`config.mk`:
```
export PLATFORM = sky130hd
export DESIGN_NAME = stun_binding_response_parser_flat
export DESIGN_NICKNAME = d
export VERILOG_FILES = /design/src/rtl/core/sbrp_pkg.sv /design/src/rtl/core/sbrp_ifs.sv /design/src/rtl/core/stun_binding_response_parser.sv /design/src/flat_wrapper.sv
export SDC_FILE = /design/constraint.sdc
export NUM_CORES = 1
export LEC_CHECK = 0
export BUFFER_PORTS_ARGS = -buffer_cell sky130_fd_sc_hd__buf_4
export CAP_MARGIN = 30
export CORE_ASPECT_RATIO = 1.75
export CORE_MARGIN = 2
export CORE_UTILIZATION = 40
export CTS_BUF_LIST = sky130_fd_sc_hd__clkbuf_8
export CTS_CLUSTER_SIZE = 40
export DETAILED_ROUTE_END_ITERATION = 7
export GPL_ROUTABILITY_DRIVEN = 0
export GPL_TIMING_DRIVEN = 0
export MAX_ROUTING_LAYER = met4
export PLACE_DENSITY = 0.59
export SETUP_SLACK_MARGIN = 0.15
export SKIP_CTS_REPAIR_TIMING = 1
export SYNTH_ARGS = -nofsm -noshare
export SYNTH_HDL_FRONTEND = slang
export SYNTH_SLANG_ARGS = --single-unit
```
`constraint.sdc`:
```
create_clock -name i_clk -period 7.9 [get_ports i_clk]
set_input_delay 1.58 -clock i_clk [delete_from_list [all_inputs] [get_ports i_clk]]
set_output_delay 1.58 -clock i_clk [all_outputs]
set_load 0.03 [all_outputs]
```
`src/rtl/core/sbrp_pkg.sv`:
```
package sbrp_pkg;

    typedef enum logic [2:0] {
        PH_HEADER,
        PH_WAIT,
        PH_ATTR,
        PH_VALUE,
        PH_DONE
    } t_phase;

    typedef enum logic [2:0] {
        ST_OK,
        ST_SHORT,
        ST_TYPE,
        ST_OVERRUN,
        ST_NOADDR
    } t_status;

    localparam logic [15:0] MSG_BIND_RESP   = 16'h0101;
    localparam logic [31:0] COOKIE_RESET    = 32'h2112A442;
    localparam logic [15:0] ATTR_XOR_MAPPED = 16'h0020;
    localparam logic [15:0] ATTR_MAPPED     = 16'h0001;
    localparam logic [7:0]  FAMILY_IPV4     = 8'h01;
    localparam logic [16:0] HDR_BYTES       = 17'd20;
    localparam logic [16:0] START_MAX       = 17'h1FFFF;
    localparam logic        REG_COOKIE      = 1'b0;

endpackage

```
`src/rtl/core/sbrp_ifs.sv`:
```
interface sbrp_byte_if;
    logic       valid;
    logic       ready;
    logic [7:0] data_byte;
    logic       last_byte;

    modport source (output valid, output data_byte, output last_byte, input ready);
    modport sink   (input valid, input data_byte, input last_byte, output ready);
endinterface

interface sbrp_result_if;
    logic        valid;
    logic        ready;
    logic        found;
    logic [2:0]  status;
    logic [31:0] ext_ip;
    logic [15:0] ext_port;
    logic        from_xor;

    modport source (output valid, output found, output status, output ext_ip,
                    output ext_port, output from_xor, input ready);
    modport sink   (input valid, input found, input status, input ext_ip,
                    input ext_port, input from_xor, output ready);
endinterface

```
`src/rtl/core/stun_binding_response_parser.sv`:
```
// The result for a datagram is registered and valid in the cycle after its last byte transfers.
// Throughput: 1 byte per cycle; only a last byte waits, and only while the result
// register still holds an untaken result.
// Reset: i_rst_n synchronous, active low; clears parse state and the result valid,
// and loads cookie with 0x2112A442. Parse state also returns to reset after each last byte.
module stun_binding_response_parser
    import sbrp_pkg::*;
#(
    parameter int unsigned MAX_BYTES = 1024
) (
    input  logic          i_clk,
    input  logic          i_rst_n,
    sbrp_byte_if.sink     i_in,
    sbrp_result_if.source o_out,
    input  logic          psel,
    input  logic          penable,
    input  logic          pwrite,
    input  logic [2:0]    paddr,
    input  logic [31:0]   pwdata,
    output logic [31:0]   prdata,
    output logic          pready
);

    localparam int unsigned OW = $clog2(MAX_BYTES + 1);
    localparam logic [OW-1:0] MAX_OFF = OW'(MAX_BYTES);

    logic [31:0]   r_cookie;
    logic [OW-1:0] r_off,   n_off;
    logic [15:0]   r_mtype, n_mtype;
    logic [15:0]   r_mlen,  n_mlen;
    logic [15:0]   r_atype, n_atype;
    logic [15:0]   r_alen,  n_alen;
    logic [16:0]   r_nas,   n_nas;
    t_phase        r_phase, n_phase;
    logic [7:0]    r_pfam,  n_pfam;
    logic [15:0]   r_pport, n_pport;
    logic [31:0]   r_paddr, n_paddr;
    logic [31:0]   r_kaddr, n_kaddr;
    logic [15:0]   r_kport, n_kport;
    logic          r_kvalid, n_kvalid;
    logic          r_kxor,  n_kxor;

    logic          r_out_valid;
    logic          r_found;
    t_status       r_status, n_status;
    logic [31:0]   r_ip;
    logic [15:0]   r_port;
    logic          r_xor;

    logic          accept, live, step, fin;
    logic [7:0]    d;
    logic [16:0]   off17, rel, vrel, nas_adv;
    logic [17:0]   msg_end, pad_len, span, fit_cur_sum, fit_adv_sum;
    logic [18:0]   adv_sum;
    logic          fit_cur, fit_adv, vdone, alen_zero;

    // ---- config port
    assign pready = 1'b1;
    assign prdata = (paddr[2] == REG_COOKIE) ? r_cookie : 32'd0;

    always_ff @(posedge i_clk) begin
        if (!i_rst_n) begin
            r_cookie <= COOKIE_RESET;
        end else if (psel && penable && pwrite && pready && paddr[2] == REG_COOKIE) begin
            r_cookie <= pwdata;
        end
    end

    // ---- handshake
    assign i_in.ready = !r_out_valid || o_out.ready || !i_in.last_byte;
    assign accept     = i_in.valid && i_in.ready;
    assign live       = r_off < MAX_OFF;
    assign step       = accept && live;
    assign fin        = accept && i_in.last_byte;
    assign d          = i_in.data_byte;

    // ---- offsets and fit checks
    assign off17     = 17'(r_off);
    assign rel       = off17 - r_nas;
    assign vrel      = off17 - r_nas - 17'd4;
    assign msg_end   = 18'(HDR_BYTES) + 18'(r_mlen);
    assign pad_len   = (18'(r_alen) + 18'd3) & ~18'd3;
    assign span      = (r_phase == PH_VALUE) ? (18'd4 + pad_len) : 18'd4;
    assign adv_sum   = 19'(r_nas) + 19'(span);
    assign nas_adv   = (adv_sum > 19'(START_MAX)) ? START_MAX : adv_sum[16:0];
    assign fit_cur_sum = 18'(r_nas) + 18'd4;
    assign fit_adv_sum = 18'(nas_adv) + 18'd4;
    assign fit_cur   = fit_cur_sum <= msg_end;
    assign fit_adv   = fit_adv_sum <= msg_end;
    assign vdone     = (18'(vrel) + 18'd1) == 18'(r_alen);
    assign alen_zero = (r_alen[15:8] == 8'd0) && (d == 8'd0);

    // ---- phase next state
    always_comb begin
        n_phase = r_phase;
        if (step) begin
            unique case (r_phase)
                PH_HEADER: begin
                    if (off17 >= 17'd19) begin
                        n_phase = fit_cur ? PH_WAIT : PH_DONE;
                    end
                end
                PH_WAIT: begin
                    if (off17 == r_nas) begin
                        n_phase = PH_ATTR;
                    end
                end
                PH_ATTR: begin
                    if (rel[1:0] == 2'd3) begin
                        if (alen_zero) begin
                            n_phase = fit_adv ? PH_WAIT : PH_DONE;
                        end else begin
                            n_phase = PH_VALUE;
                        end
                    end
                end
                PH_VALUE: begin
                    if (vdone) begin
                        n_phase = fit_adv ? PH_WAIT : PH_DONE;
                    end
                end
                PH_DONE: begin
                    n_phase = PH_DONE;
                end
                default: n_phase = PH_HEADER;
            endcase
        end
        if (fin) begin
            n_phase = PH_HEADER;
        end
    end

    // ---- field capture
    always_comb begin
        n_off    = r_off;
        n_mtype  = r_mtype;
        n_mlen   = r_mlen;
        n_atype  = r_atype;
        n_alen   = r_alen;
        n_nas    = r_nas;
        n_pfam   = r_pfam;
        n_pport  = r_pport;
        n_paddr  = r_paddr;
        n_kaddr  = r_kaddr;
        n_kport  = r_kport;
        n_kvalid = r_kvalid;
        n_kxor   = r_kxor;
        if (step) begin
            n_off = r_off + OW'(1);
            case (r_phase)
                PH_HEADER: begin
                    if (off17 == 17'd0) n_mtype[15:8] = d;
                    if (off17 == 17'd1) n_mtype[7:0]  = d;
                    if (off17 == 17'd2) n_mlen[15:8]  = d;
                    if (off17 == 17'd3) n_mlen[7:0]   = d;
                end
                PH_WAIT: begin
                    if (off17 == r_nas) begin
                        n_pfam        = 8'd0;
                        n_pport       = 16'd0;
                        n_paddr       = 32'd0;
                        n_atype[15:8] = d;
                    end
                end
                PH_ATTR: begin
                    case (rel[1:0])
                        2'd0: n_atype[15:8] = d;
                        2'd1: n_atype[7:0]  = d;
                        2'd2: n_alen[15:8]  = d;
                        default: begin
                            n_alen[7:0] = d;
                            if (alen_zero) n_nas = nas_adv;
                        end
                    endcase
                end
                PH_VALUE: begin
                    if (vrel == 17'd1) n_pfam = d;
                    if (vrel == 17'd2) n_pport[15:8] = d;
                    if (vrel == 17'd3) n_pport[7:0]  = d;
                    if (vrel >= 17'd4 && vrel <= 17'd7) n_paddr = {r_paddr[23:0], d};
                    if (vdone) begin
                        n_nas = nas_adv;
                        if (r_atype == ATTR_XOR_MAPPED && r_alen >= 16'd8) begin
                            if (n_pfam == FAMILY_IPV4) begin
                                n_kaddr  = n_paddr ^ r_cookie;
                                n_kport  = n_pport ^ r_cookie[31:16];
                                n_kvalid = 1'b1;
                                n_kxor   = 1'b1;
                            end
                        end else if (r_atype == ATTR_MAPPED && r_alen >= 16'd8 && !r_kvalid) begin
                            if (n_pfam == FAMILY_IPV4) begin
                                n_kaddr  = n_paddr;
                                n_kport  = n_pport;
                                n_kvalid = 1'b1;
                                n_kxor   = 1'b0;
                            end
                        end
                    end
                end
                default: ;
            endcase
        end
    end

    // ---- result
    always_comb begin
        if (17'(n_off) < HDR_BYTES) begin
            n_status = ST_SHORT;
        end else if (n_mtype != MSG_BIND_RESP) begin
            n_status = ST_TYPE;
        end else if (18'(n_off) < 18'(HDR_BYTES) + 18'(n_mlen)) begin
            n_status = ST_OVERRUN;
        end else if (!n_kvalid) begin
            n_status = ST_NOADDR;
        end else begin
            n_status = ST_OK;
        end
    end

    always_ff @(posedge i_clk) begin
        if (!i_rst_n || fin) begin
            r_off    <= '0;
            r_mtype  <= '0;
            r_mlen   <= '0;
            r_atype  <= '0;
            r_alen   <= '0;
            r_nas    <= HDR_BYTES;
            r_pfam   <= '0;
            r_pport  <= '0;
            r_paddr  <= '0;
            r_kaddr  <= '0;
            r_kport  <= '0;
            r_kvalid <= 1'b0;
            r_kxor   <= 1'b0;
        end else begin
            r_off    <= n_off;
            r_mtype  <= n_mtype;
            r_mlen   <= n_mlen;
            r_atype  <= n_atype;
            r_alen   <= n_alen;
            r_nas    <= n_nas;
            r_pfam   <= n_pfam;
            r_pport  <= n_pport;
            r_paddr  <= n_paddr;
            r_kaddr  <= n_kaddr;
            r_kport  <= n_kport;
            r_kvalid <= n_kvalid;
            r_kxor   <= n_kxor;
        end
    end

    always_ff @(posedge i_clk) begin
        if (!i_rst_n) begin
            r_phase     <= PH_HEADER;
            r_out_valid <= 1'b0;
        end else begin
            r_phase <= n_phase;
            if (fin) begin
                r_out_valid <= 1'b1;
            end else if (o_out.ready) begin
                r_out_valid <= 1'b0;
            end
        end
    end

    always_ff @(posedge i_clk) begin
        if (fin) begin
            r_status <= n_status;
            r_found  <= (n_status == ST_OK);
            r_ip     <= (n_status == ST_OK) ? n_kaddr : 32'd0;
            r_port   <= (n_status == ST_OK) ? n_kport : 16'd0;
            r_xor    <= (n_status == ST_OK) ? n_kxor  : 1'b0;
        end
    end

    assign o_out.valid    = r_out_valid;
    assign o_out.found    = r_found;
    assign o_out.status   = r_status;
    assign o_out.ext_ip   = r_ip;
    assign o_out.ext_port = r_port;
    assign o_out.from_xor = r_xor;

endmodule

```
`src/flat_wrapper.sv`:
```
// flat-port wrapper written by rule: the top's interface ports become plain ports
module stun_binding_response_parser_flat import sbrp_pkg::*;
#(
    parameter int unsigned MAX_BYTES = 1024
)
  (i_clk, i_rst_n, psel, penable, pwrite, paddr, pwdata, prdata, pready, i_in_valid, i_in_data_byte, i_in_last_byte, i_in_ready, o_out_valid, o_out_found, o_out_status, o_out_ext_ip, o_out_ext_port, o_out_from_xor, o_out_ready);
  sbrp_byte_if i_in_i ();
  sbrp_result_if o_out_i ();
  input  logic i_clk;
  input  logic i_rst_n;
  input  logic psel;
  input  logic penable;
  input  logic pwrite;
  input  logic [2:0] paddr;
  input  logic [31:0] pwdata;
  output logic [31:0] prdata;
  output logic pready;
  input wire logic [$bits(i_in_i.valid)-1:0] i_in_valid;
  input wire logic [$bits(i_in_i.data_byte)-1:0] i_in_data_byte;
  input wire logic [$bits(i_in_i.last_byte)-1:0] i_in_last_byte;
  output wire logic [$bits(i_in_i.ready)-1:0] i_in_ready;
  output wire logic [$bits(o_out_i.valid)-1:0] o_out_valid;
  output wire logic [$bits(o_out_i.found)-1:0] o_out_found;
  output wire logic [$bits(o_out_i.status)-1:0] o_out_status;
  output wire logic [$bits(o_out_i.ext_ip)-1:0] o_out_ext_ip;
  output wire logic [$bits(o_out_i.ext_port)-1:0] o_out_ext_port;
  output wire logic [$bits(o_out_i.from_xor)-1:0] o_out_from_xor;
  input wire logic [$bits(o_out_i.ready)-1:0] o_out_ready;
  assign i_in_i.valid = i_in_valid;
  assign i_in_i.data_byte = i_in_data_byte;
  assign i_in_i.last_byte = i_in_last_byte;
  assign i_in_ready = i_in_i.ready;
  assign o_out_valid = o_out_i.valid;
  assign o_out_found = o_out_i.found;
  assign o_out_status = o_out_i.status;
  assign o_out_ext_ip = o_out_i.ext_ip;
  assign o_out_ext_port = o_out_i.ext_port;
  assign o_out_from_xor = o_out_i.from_xor;
  assign o_out_i.ready = o_out_ready;
  stun_binding_response_parser #(.MAX_BYTES(MAX_BYTES)) u_core (.i_clk(i_clk), .i_rst_n(i_rst_n), .i_in(i_in_i), .o_out(o_out_i), .psel(psel), .penable(penable), .pwrite(pwrite), .paddr(paddr), .pwdata(pwdata), .prdata(prdata), .pready(pready));
endmodule
```
==> flow_summary_export.csv <==
group,metric,value,unit
status,status,"finished clean",
synthesis,synthArstFlopShare,0,%
timing,fmax,134,MHz
synthesis,yosysUniqueCellTypes,90,
synthesis,synth_edf_count,53,
route,finalWirelength,60100,microns
critical_path,worstSetupEndpoint,"u_core.o_out.ext_ip[31]$_SDFFCE_PN0P_",
timing,tightestPinTransition,1.03,ns
die,rows,101,
pwr,power_density,151,nW/um^2
timing,slew_headroom,30.6,%
critical_path,critPathLaunchType,"input pin",
synthesis,syn_nets,2203,
timing,fin_setup_tns,0,ns
placed_design,preCtsSetupSlack,0.0364,ns
route,wl_per_cell,21.2,microns
cells_and_area,fin_cells,2838,
route,num_vias,16100,
critical_path,r2r_slack,0.51,ns
timing,holdWs,0.453,ns
cells_and_area,layout.area.seq,6280,sq um
timing,setup_viol,0,
cells_and_area,multi_input_area,10600,sq um
timing,finalMaxSlewViolations,0,
route,detail-route-antenna-nets,0,
clock_tree,cts_root_buffer,"clkbuf_8",
critical_path,critPathMostFrequentCell,"a21o_1",
critical_path,crit_cells,25,
route,via_per_inst,5.68,
synthesis,netlist_instances,2063,
global_route,grt_first_pass_wirelength,91200,microns
placed_design,dp.cells,2759,
global_route,grt_overflow_total,0,
cells_and_area,area_growth,15.0,%
critical_path,slowest_delay,0.60,ns
clock_tree,htreeDepth,2,
synthesis,ys_top_cells_by_area,"dfxtp_1 27%, edfxtp_1 9.1%, ha_1 6.2%",
clock_tree,numCtsBuffers,42,
synthesis,yosysWarnings,0,
critical_path,r2r_cells,23,
synthesis,synth.most_common_cell,"nor2_1",
route,drc,0,
clock_tree,clk_pin_slew,0.07,ns
clock_tree,worst_skew_pair.late_latency,0.59,ns
pwr,ir_drop,128,uV
synthesis,yosys.area.top_type_share,26.7,%
timing,finalCriticalPeriod,7.44,ns
global_route,grt_use_total,26.7,%
timing,setup_ws,0.465,ns
critical_path,arrival,7.86,ns
synthesis,ys_seq_area_share,35.8,%
clock_tree,cts_tree,"yes",
critical_path,path_delay_family,"simple AND/OR/NAND/NOR gates",
pwr,leakage,0.00779,uW
cells_and_area,fin_nets,2377,
route,drt_first_pass_iters,7,
critical_path,cp_num_buf_inv,4,
global_route,antenna_found_initial,1,
cells_and_area,postLayoutCoreUtil,46.5,%
flow_run,cap_violations,0,
synthesis,yosys-top-cells-count,"285 x nor2_1, 234 x dfxtp_1, 188 x nand2_1",
synthesis,yosys.area.top_type,"dfxtp_1",
synthesis,syn_area,17500,sq um
critical_path,crit_path_start,"o_out_ready",
route,dr.first_iter.drc_count,703,
die,core_area,43300,sq um
die,io_pins,139,
critical_path,slowest_stage,"a2111oi_0",
timing,rsz0062_at_grt,"false",
hold_path,min_path_cells,2,
critical_path,cp.required,8.32,ns
critical_path,timing.rr.end,"u_core.o_out.ext_ip[31]$_SDFFCE_PN0P_",
critical_path,cp-end-kind,"flop",
timing,clock-skew-final,0.0329,ns
die,start_util,40.5,%
placed_design,post-dp-hpwl,47800,microns
hold_path,min_path_type,"flop to flop",
die,die_area,45600,sq um
placed_design,io_buffers,127,
cells_and_area,fill_cells,4256,
die,die_width,162,microns
synthesis,ys_ff_latch,287,
critical_path,worstSetupPathType,"input pin to flop",
global_route,grt_pass1_vias,16300,
timing,hold_viol_final,0,
critical_path,reg2reg_from,"u_core.r_nas[2]$_SDFFE_PP1P_",
die,die_y,281,microns
clock_tree,clockBufferDepth,3,
global_route,grt_max_degree,35,
synthesis,avgSynthCellArea,8.50,sq um
critical_path,critPathMaxFanout,10,
cells_and_area,layout-drive-gt1-share,11.5,%
clock_tree,clock_sinks,287,
timing,finalCritPeriodShare,94.1,%
synthesis,synth-main-ff-cell,"dfxtp_1",
==> power breakdown <==
group	internal, uW	switching [uW]
combinational	72.4	150
clock	688	607
sequential	1510	15.5
total	2270	773
==> per-stage QoR <==
step           power [uW]  cell area [sq um]
3_5_place_dp         1780              19200
5_1_grt              3140              20200
4_1_cts              3070              20100
3_3_place_gp         1780              19200
2_1_floorplan        1680              17500
6_report             3040              20200
==> worst min-delay path, stage by stage, from the launching register on <==
cell     delay [ns]
dfxtp_1        0.31
nand2_1        0.05
a21oi_1        0.05
==> registers in the layout, summed over array words and instances (netlist names), 3 cells and up <==
name and cells:
u_core.o_out.ext_ip 32, u_core.o_out.ext_port 16, u_core.o_out.status 3, u_core.r_alen 16, u_core.r_atype 16, u_core.r_cookie 32, u_core.r_kaddr 32, u_core.r_kport 16
u_core.r_mlen 16, u_core.r_mtype 16, u_core.r_nas 17, u_core.r_off 11, u_core.r_paddr 32, u_core.r_pfam 8, u_core.r_phase 3, u_core.r_pport 16
==> metal layers <==
layer  part of all wire (%)  wire, microns  track usage (%)
met1                     34          20200             24.0
met2                     56          33500             52.1
met3                    3.1           1850             2.33
met4                    7.5           4520             18.1
met5                      0              0                -
==> worst min path at each step <==
stage,from,endpoint,slack [ns]
after global routing,u_core.r_atype[4]$_SDFFE_PP0P_,u_core.r_atype[4]$_SDFFE_PP0P_,0.49
after CTS,u_core.r_atype[1]$_SDFFE_PP0P_,u_core.r_atype[1]$_SDFFE_PP0P_,0.46
final,u_core.r_atype[1]$_SDFFE_PP0P_,u_core.r_atype[1]$_SDFFE_PP0P_,0.45
after floorplan,u_core.r_atype[1]$_SDFFE_PP0P_,u_core.r_atype[1]$_SDFFE_PP0P_,0.44
after global placement,u_core.r_atype[4]$_SDFFE_PP0P_,u_core.r_atype[4]$_SDFFE_PP0P_,0.44
after detailed placement,u_core.r_atype[1]$_SDFFE_PP0P_,u_core.r_atype[1]$_SDFFE_PP0P_,0.45
==> area by class of cell <==
class                           instances  area share (%)
Timing Repair Buffer                  130            4.87
Inverter                               49           0.912
Sequential cell                       287            31.1
Clock inverter                         27           0.987
Clock buffer                           51            3.48
Tap cell                              566            3.51
Antenna cell                            1          0.0124
Buffer                                133            2.69
Multi-Input combinational cell       1594            52.4
==> kinds of logic after synthesis <==
family / Yosys count / share of synthesized area, %
compound gates: 458 / 18.7
xor+xnor: 158 / 8.05
fa+ha+maj: 90 / 6.49
buf+inv: 182 / 4.12
flops: 287 / 35.8
mux: 102 / 5.90
other cells: 1 / 0.0214
simple gates: 785 / 20.9
==> cell usage in the layout, fill, tap and decap left out, types with 51 or more instances in the layout <==
cell type and n:
nor2_1 284, dfxtp_1 234, nand2_1 188, buf_4 131
clkbuf_1 108, a22oi_1 98, mux2i_1 93, ha_1 87
xor2_1 79, xnor2_1 77, nand3_1 75, a21oi_1 71
inv_1 65, edfxtp_1 53, o21ai_0 52, clkbuf_8 51
Power figures use the tool's default switching activity.
